--- src/hw/rtl/fwht_pkg.sv ---
// ----------------------------------------------------------------------------
// fwht_pkg
// Shared types and constants of the four-way aging hash table.
// ----------------------------------------------------------------------------
`default_nettype none

package fwht_pkg;

  // fixed geometry
  localparam int WAYS = 4;
  localparam int WAY_IDX_W = 2;
  localparam int CLUSTER_INDEX_BITS_DEF = 10;
  localparam int CFG_W = 4;
  localparam logic [CFG_W-1:0] INDEX_BITS_RESET = 4'd10;

  // op codes
  localparam logic [1:0] OP_PROBE = 2'd0;
  localparam logic [1:0] OP_STORE = 2'd1;
  localparam logic [1:0] OP_NEW_SEARCH = 2'd2;
  localparam logic [1:0] OP_CLEAR = 2'd3;

  // bound code that marks an exact score
  localparam logic [1:0] BOUND_KIND_EXACT = 2'd3;

  // one stored entry
  typedef struct packed {
    logic               valid;
    logic [63:0]        key;
    logic [1:0]         bound;
    logic signed [7:0]  depth;
    logic [7:0]         age;
    logic [15:0]        move;
    logic signed [15:0] score;
    logic signed [15:0] eval;
  } way_t;

  // one cluster of ways, one memory row
  typedef way_t [WAYS-1:0] cluster_t;

  // lookup and replacement decision for one cluster
  typedef struct packed {
    logic                 hit;
    logic [WAY_IDX_W-1:0] hit_way;
    logic                 free_found;
    logic [WAY_IDX_W-1:0] target_way;
  } sel_t;

endpackage

`default_nettype wire

--- src/hw/rtl/fwht_way_select.sv ---
// ----------------------------------------------------------------------------
// fwht_way_select
// Key match over the four ways and choice of the way a store writes.
// ----------------------------------------------------------------------------
`default_nettype none

module fwht_way_select
  import fwht_pkg::*;
(
  input  wire cluster_t     cluster_i,
  input  wire logic [63:0]  key_i,
  input  wire logic [7:0]   cur_age_i,
  output sel_t              sel_o
);

  logic [WAYS-1:0] match;
  logic [WAYS-1:0] free_or_same;
  logic [WAY_IDX_W-1:0] rep_way;
  logic [WAY_IDX_W-1:0] cand;
  logic cand_cur;
  logic way_disc;
  logic shallower;

  // per-way compares
  always_comb begin
    for (int i = 0; i < WAYS; i++) begin
      match[i] = cluster_i[i].valid && (cluster_i[i].key == key_i);
      free_or_same[i] = !cluster_i[i].valid || match[i];
    end
  end

  // first matching way, first free or same-key way
  always_comb begin
    sel_o.hit = 1'b0;
    sel_o.hit_way = '0;
    sel_o.free_found = 1'b0;
    sel_o.target_way = rep_way;
    for (int i = WAYS - 1; i >= 0; i--) begin
      if (match[i]) begin
        sel_o.hit = 1'b1;
        sel_o.hit_way = WAY_IDX_W'(i);
      end
      if (free_or_same[i]) begin
        sel_o.free_found = 1'b1;
        sel_o.target_way = WAY_IDX_W'(i);
      end
    end
  end

  // replacement chain over occupied ways, way 0 starts as candidate
  always_comb begin
    cand = '0;
    cand_cur = 1'b0;
    way_disc = 1'b0;
    shallower = 1'b0;
    for (int i = 1; i < WAYS; i++) begin
      cand_cur = (cluster_i[cand].age == cur_age_i);
      way_disc = (cluster_i[i].age == cur_age_i) || (cluster_i[i].bound == BOUND_KIND_EXACT);
      shallower = (cluster_i[i].depth < cluster_i[cand].depth);
      if ((cand_cur && !way_disc) || (cand_cur == way_disc && shallower)) begin
        cand = WAY_IDX_W'(i);
      end
    end
    rep_way = cand;
  end

endmodule

`default_nettype wire

--- config.mk ---
export PLATFORM = sky130hd
export DESIGN_NAME = fwht_way_select
export DESIGN_NICKNAME = d
export VERILOG_FILES = /design/src/hw/rtl/fwht_pkg.sv /design/src/hw/rtl/fwht_way_select.sv
export SDC_FILE = /design/constraint.sdc
export NUM_CORES = 1
export LEC_CHECK = 0
export BUFFER_PORTS_ARGS = -buffer_cell sky130_fd_sc_hd__clkbuf_2
export CORE_AREA = 8 8 230 232
export DETAILED_ROUTE_END_ITERATION = 7
export DIE_AREA = 0 0 238 240
export PLACE_DENSITY = 0.37
export SLEW_MARGIN = 20
export SYNTH_ARGS = -nofsm -noshare
export SYNTH_HDL_FRONTEND = slang
export SYNTH_SLANG_ARGS = --single-unit
--- constraint.sdc ---
create_clock -name vclk -period 9.8
set_input_delay 1.96 -clock vclk [all_inputs]
set_output_delay 1.96 -clock vclk [all_outputs]
set_load 0.01 [all_outputs]
==> results_dict.tcl, run 1 <==
set metrics [dict create \
    postRouteAntennaNets 0 \
    io_buffers 408 \
    register_area_sq_um 0 \
    dr.pass1.iters 4 \
    syn_to_final_growth_pct 78.3 \
    hp-class "in -> out" \
    setup_violations 1 \
    vias 6215 \
    critPathKind "in -> out" \
    final_cell_mix "clkbuf_2 (402), xor2_1 (165), xnor2_1 (117)" \
    hold_viol_final 0 \
    irDropWorstVdd_mv 0.0184 \
    slew_headroom_pct 26.6 \
    fin_tns_setup_ps -186 \
    ys_seq_area_share_pct 0 \
    coreArea_sq_mm 0.0495 \
    violations "setup timing" \
    dpl_cell_area_sq_mm 0.00766 \
    setup_ws_ps -186 \
    final_util_pct 16.2 \
    syn-mean-instance-area_sq_um 7.86 \
    die_height_um 240 \
    grt_max_degree 9 \
    post-dp-hpwl_mm 42.4 \
    worst_setup_path_end_kind "output port" \
    row_count 82 \
    power_mw 0.437 \
    crit_path_start_kind "input port" \
    syn_inst 571 \
    grt_pass1_wl_mm 57.7 \
    drive_gt1_share_pct 49.8 \
    antenna_found_initial 29 \
    cp_common_cell "a21oi_2" \
    cp.arrival_ps 8030 \
    initial_core_util_pct 9.08 \
    crit_buf_inv 5 \
    die_w_um 238 \
    synth_cell_type_count 62 \
    grt-ovfl-total 0 \
    layout_commonest_cell "clkbuf_2" \
    via_per_inst 3.64 \
    fin_crit_ps 9990 \
    synth_area_sq_mm 0.00449 \
    total_leakage_power_nw 3.66 \
    nNetsFinal 1649 \
    grtUsageTotal_pct 14.8 \
    grt_setup_unrepaired "yes" \
    yosys_warnings 0 \
    drt-wirelength-per-cell_um 26.3 \
    clock.fmax_ghz 0.100 \
    outcome "complete, but fails checks" \
    drt-initial-drc-count 216 \
    syn_nets 1191 \
    critical-path-max-stage-delay_ps 370 \
    grt_pass1_vias 6910 \
    seq_cells 0 \
    worstHoldPathCells 4 \
    maxCapViolCount 0 \
    crit_family "compound AO/OA/AOI/OAI gates" \
    routed_wl_mm 44.8 \
    io_pins 602 \
    place_congestion 0.875 \
    cp_slowest_cell "a2111o_1" \
    critPathMaxFanout 5 \
    worst-path-stages 34 \
    fin_area_sq_mm 0.00801 \
    place_ws_ps -624 \
    timing.final.crit_share_pct 102 \
    p_per_area_mw_per_mm2 54.6 \
    worst_pin_slew_ps 1090 \
    die_area_sq_mm 0.0571 \
    n_clock_buffer 0 \
    drc 0 \
    drv_slew 0 \
    cp_data_required_time_ps 7840 \
]
## cell type report
class | instances | area, sq um
multi-input cells | 541 | 4540
repair buffers | 465 | 2530
diodes | 8 | 20.0
well taps | 672 | 841
inverters | 21 | 78.8
fillers | 5812 | 41400
## synth_stat cells, types with 5 or more instances
cell	n	area [sq um]
xnor2_1	118	1030
mux2i_1	10	100
nor2b_1	6	37.5
a21oi_1	14	70.1
xor2_1	165	1450
clkbuf_1	6	22.5
nor3_1	5	25.0
nand4_1	41	257
o21ai_0	8	40.0
ha_1	24	300
nor4_1	52	325
nand2_1	14	52.6
inv_1	21	78.8
nor2_1	14	52.6
## cells by family (layout without fill, tap and decap cells)
logic type | Yosys count | after routing | share of synthesized area (%)
other | 0 | 8 | 0
buffers and inverters | 30 | 486 | 2.87
AND/OR/NAND/NOR | 154 | 154 | 20.2
AO/OA/AOI/OAI | 67 | 67 | 12.0
XOR/XNOR | 283 | 283 | 55.2
adder cells (fa/ha/maj) | 24 | 24 | 6.69
multiplexers | 13 | 13 | 3.04
## worst paths after layout
kind            from  slack [ps]        to
min   cluster_i[523]        4300  sel_o[5]
max   cluster_i[181]        -190  sel_o[0]
## power breakdown
| part | internal (mW) | switching, mW | total (mW) |
|---|---|---|---|
| registers | 0 | 0 | 0 |
| logic | 0.208 | 0.229 | 0.437 |
| clock network | 0.000000111 | 0 | 0.000000111 |
## stage by stage
step / hold WS (ps) / cells
3_3_place_gp: 4300 / 1686
2_1_floorplan: 4030 / 571
5_1_grt: 4330 / 1704
3_5_place_dp: 4300 / 1686
6_report: 4300 / 1707
4_1_cts: 4310 / 1692
## routing by layer
| layer | wire (um) | part of all wire [%] | global-route usage [%] | vias up |
|---|---|---|---|---|
| met5 | 82 | 0.18 | 0 | - |
| met3 | 4470 | 10 | 5.12 | 55 |
| met1 | 18000 | 40 | 17.4 | 2795 |
| met4 | 1780 | 4.0 | 5.28 | 14 |
| li1 | - | - | - | 2972 |
| met2 | 20500 | 46 | 24.9 | 379 |
## what timing repair did
| item | CTS | global route |
|---|---|---|
| hold buffers | 0 | 0 |
| endpoints found under the setup margin | 2 | 2 |
| buffers inserted | 6 | 7 |
| cloned | 0 | 0 |
| pin swaps | 14 | 27 |
| resized for setup | 15 | 33 |
| hold endpoints to repair | 0 | 0 |
Power figures use the tool's default switching activity.
==> run 2, diff against run 1 <==
Settings changed: PLACE_DENSITY 0.37 to 0.35.
==> run 2 against run 1 <==
The run now ends clean. Combinational power fell by 3%. Worst hold slack better by 10 ps. Sequential share of layout area stayed put. Via count decreased by 1.4%. Core utilization decreased by 0.061 points. Clock-buffer cell count did not move. Flip-flop and latch count did not move. Fmax up 2.2%. Critical path depth decreased by 4. Non-clock buffer count increased by 2. Final cell count up 0.23%. Critical endpoint unchanged. Largest cell class unchanged. Largest power group unchanged. Highest routed layer unchanged.
==> results_dict.tcl, run 2 (synthesized netlist as in run 1, its figures left out) <==
set metrics [dict create \
    seq_cells 0 \
    fin_tns_setup_ps 0 \
    drive_gt1_share_pct 49.1 \
    hp-class "in -> out" \
    worst_setup_path_end_kind "output port" \
    critPathKind "in -> out" \
    setup_ws_ps 29.2 \
    grt_setup_unrepaired "yes" \
    top_layer "met5" \
    hold_viol_final 0 \
    timing.final.crit_share_pct 99.7 \
    row_count 82 \
    grt_pass1_vias 6989 \
    clock.fmax_ghz 0.102 \
    io_buffers 408 \
    initial_core_util_pct 9.08 \
    drv_slew 0 \
    p_clk_share_pct 0 \
    via_per_inst 3.58 \
    place_congestion 0.914 \
    p_sw_mw 0.224 \
    drt-initial-drc-count 217 \
    drc 0 \
    syn_to_final_growth_pct 77.6 \
    critical-path-max-stage-delay_ps 420 \
    power_mw 0.423 \
    cp_data_required_time_ps 7840 \
    hold_start "cluster_i[261]" \
    whs_endpoint "sel_o[1]" \
    grtUsageTotal_pct 14.3 \
    wl_met1_mm 17.7 \
    slew_headroom_pct 16.8 \
    coreArea_sq_mm 0.0495 \
    routed_wl_mm 43.2 \
    grt_pass1_wl_mm 56.6 \
    wl_met2_mm 19.6 \
    register_area_sq_um 0 \
    drt-wirelength-per-cell_um 25.3 \
    fill_cells 5807 \
    die_w_um 238 \
    postRouteAntennaNets 0 \
    wl_met3_mm 4.73 \
    maxCapViolCount 0 \
    die_height_um 240 \
    internal_power_mw 0.199 \
    vias 6129 \
    final_cell_mix "clkbuf_2 (403), xor2_1 (165), xnor2_1 (116)" \
    worstHoldPathCells 4 \
    setup_violations 0 \
    crit_path_start_kind "input port" \
    p_sw_share_pct 53.0 \
    cp.arrival_ps 7810 \
    seqPwrFrac_pct 0 \
    n_clock_buffer 0 \
    worst_pin_slew_ps 1240 \
    grt_max_degree 9 \
    critPathMaxFanout 7 \
    io_pins 602 \
    place_ws_ps -806 \
    post-dp-hpwl_mm 41.1 \
    total_leakage_power_nw 3.68 \
    p_per_area_mw_per_mm2 53.0 \
    outcome "finished clean" \
    die_area_sq_mm 0.0571 \
    irDropWorstVdd_mv 0.0193 \
    nNetsFinal 1651 \
    fin_crit_ps 9770 \
    p_comb_share_pct 100.0 \
    antenna_found_initial 30 \
    grt-ovfl-total 0 \
    cp_slowest_cell "a2111o_1" \
    dr.pass1.iters 4 \
    layout_commonest_cell "clkbuf_2" \
]
-- run 2: cell count changes in the layout (fill, tap and decap cells not counted), moves of 2 or more --
cell,previous run,this run
a21oi_2,7,3
a21oi_1,9,12
buf_4,54,57
nor4_2,4,1
diode_2,8,10
mux2i_4,2,0
nand2_2,3,1
nor2_1,10,12
nor2_4,4,2
nor4_1,48,50
-- run 2: final cells by class --
type / count / area (sq um) / area share, %
inverter: 21 / 78.8 / 0.988
antenna: 10 / 25.0 / 0.314
timing repair buffer: 467 / 2520 / 31.6
tap: 672 / 841 / 10.5
multi-input combinational: 541 / 4510 / 56.5
-- run 2: timing repair --
item,CTS,global route
buffers inserted,2,5
gates resized for setup,15,28
endpoints found under the setup margin,2,2
hold buffers,0,0
pin swaps,3,5
-- run 2: worst max-delay path: cells and delay by family --
family,cells,cell delay (ps)
xor+xnor,1,170
buf+inv,5,720
simple gates,8,1430
mux,1,310
compound gates,12,2460
fa+ha+maj,3,760
-- run 2: how the worst max path moves through the flow --
stage,start,end,cells past startpoint
finish,cur_age_i[2],sel_o[0],30
global route,cluster_i[183],sel_o[0],32
CTS,cur_age_i[2],sel_o[0],32
detailed placement,cur_age_i[2],sel_o[0],33
global placement,cur_age_i[2],sel_o[0],33
floorplan,cur_age_i[7],sel_o[0],31
-- run 2: power groups by stage --
stage / Sequential [mW] / Clock [mW] / Combinational [mW]
after global routing: 0 / 0.0000000275 / 0.459
after CTS: 0 / 0 / 0.419
after global placement: 0 / 0 / 0.407
after floorplan: 0 / 0 / 0.180
final: 0 / 0.000000137 / 0.423
after detailed placement: 0 / 0 / 0.407
-- run 2: per-layer routing --
layer,vias to the layer above,GRT usage (%)
met4,16,2.18
met1,2737,16.9
met3,38,5.60
met2,362,24.6
li1,2976,-
met5,-,0
-- run 2: stage by stage --
stage	cell area, sq um	util, %	instances	hold WS [ps]
6_report	7980	16.1	1711	4310
5_1_grt	7960	16.1	1703	4360
4_1_cts	7810	15.8	1696	4310
3_5_place_dp	7710	15.6	1694	4310
3_3_place_gp	7710	15.6	1694	4310
2_1_floorplan	4490	-	571	4030
==> run 3, diff against run 2 <==
Settings changed: CORE_AREA 8 8 230 232 to 2 2 231 233, DIE_AREA 0 0 238 240 to 0 0 233 235, PLACE_DENSITY 0.35 to 0.33.
==> run 3 against run 2 <==
Fmax increased by 1.8%. Flip-flop and latch count unchanged. Clock-buffer cell count unchanged. Largest cell class unchanged. Highest routed layer unchanged.
==> results_dict.tcl, run 3 (synthesized netlist as in run 1, its figures left out) <==
set metrics [dict create \
    seq_cells 0 \
    routed_wl_mm 42.0 \
    grt_pass1_wl_mm 54.6 \
    fin_area_sq_mm 0.00800 \
    final_cell_mix "clkbuf_2 (403), xor2_1 (165), xnor2_1 (116)" \
    whs_ps 4300 \
    layout_commonest_cell "clkbuf_2" \
    dr.pass1.iters 4 \
    register_area_sq_um 0 \
    vias 6112 \
    maxCapViolCount 0 \
    timing.final.crit_share_pct 98.0 \
    hp-class "in -> out" \
    setup_violations 0 \
    postCtsHoldBufs 0 \
    grtUsageTotal_pct 14.7 \
    critPathMaxFanout 7 \
    fin_tns_setup_ps 0 \
    worst_setup_path_end_kind "output port" \
    worst_pin_slew_ps 1110 \
    cp_data_required_time_ps 7840 \
    row_count 84 \
    crit_path_start_kind "input port" \
    fill_cells 6157 \
    nNetsFinal 1646 \
    hold_viol_final 0 \
    drc 0 \
    grt_max_degree 11 \
    crit_buf_inv 6 \
    die_w_um 233 \
    coreArea_sq_mm 0.0522 \
    p_per_area_mw_per_mm2 53.0 \
    cp.arrival_ps 7640 \
    die_area_sq_mm 0.0548 \
    syn_to_final_growth_pct 78.1 \
    grt_pass1_vias 6721 \
    drive_gt1_share_pct 49.3 \
    critical-path-max-stage-delay_ps 420 \
    fin_crit_ps 9600 \
    grt_setup_unrepaired "yes" \
    cp_common_cell "buf_4" \
    initial_core_util_pct 8.59 \
    outcome "finished clean" \
    io_buffers 408 \
    postRouteAntennaNets 0 \
    drv_slew 0 \
    grt-ovfl-total 0 \
    critPathKind "in -> out" \
    drt-initial-drc-count 190 \
    io_pins 602 \
    antenna_found_initial 22 \
    clock.fmax_ghz 0.104 \
    cp_slowest_cell "a2111o_1" \
    irDropWorstVdd_mv 0.0164 \
    die_height_um 235 \
    place_congestion 0.927 \
    drt-wirelength-per-cell_um 24.4 \
    total_leakage_power_nw 3.65 \
    slew_headroom_pct 25.0 \
    crit_family "compound AO/OA/AOI/OAI gates" \
    n_clock_buffer 0 \
    via_per_inst 3.55 \
    post-dp-hpwl_mm 39.7 \
    dpl_cell_area_sq_mm 0.00770 \
]
==> run 3: where the power goes <==
group / switching, mW / internal, mW / total, mW
Clock: 0 / 0.000000152 / 0.000000152
Sequential: 0 / 0 / 0
Combinational: 0.222 / 0.202 / 0.424
==> run 3: routing by layer <==
metal	share of wire [%]	track usage (%)	vias to the layer above
li1	-	-	2962
met1	41	17.6	2777
met2	49	27.2	339
met3	8.0	3.23	30
met4	1.7	1.85	4
met5	0.055	0	-
==> run 3: final cells by class <==
class / instances / area, sq um / share of cell area [%]
multi-input combinational: 541 / 4540 / 56.8
timing repair buffer: 462 / 2480 / 31.1
tap: 688 / 861 / 10.8
inverter: 21 / 78.8 / 0.986
antenna: 11 / 27.5 / 0.344
==> run 3: what timing repair did <==
item	4_1_cts	5_1_grt
setup buffers	5	5
resized for setup	15	31
pin swaps	2	9
setup endpoints to repair	2	2
gates cloned	0	0
==> run 3: final timing paths <==
kind / cells past startpoint / startpoint / slack (ps) / end
hold / removal: 3 / cluster_i[261] / 4300 / sel_o[0]
setup / recovery: 30 / cur_age_i[2] / 200 / sel_o[0]
==> run 3: tightest hold or removal path: stages <==
cell and delay, ps:
clkbuf_2 130, a311oi_1 90, buf_4 150
==> run 3: stage by stage <==
step	setup WS, ps	total power, mW	instances	utilization, %
floorplan	81.3	0.180	571	-
global placement	-549	0.405	1703	14.7
detailed placement	-567	0.406	1703	14.7
CTS	-22.4	0.420	1707	14.9
global route	-78.9	0.463	1715	15.3
finish	200	0.424	1723	15.3
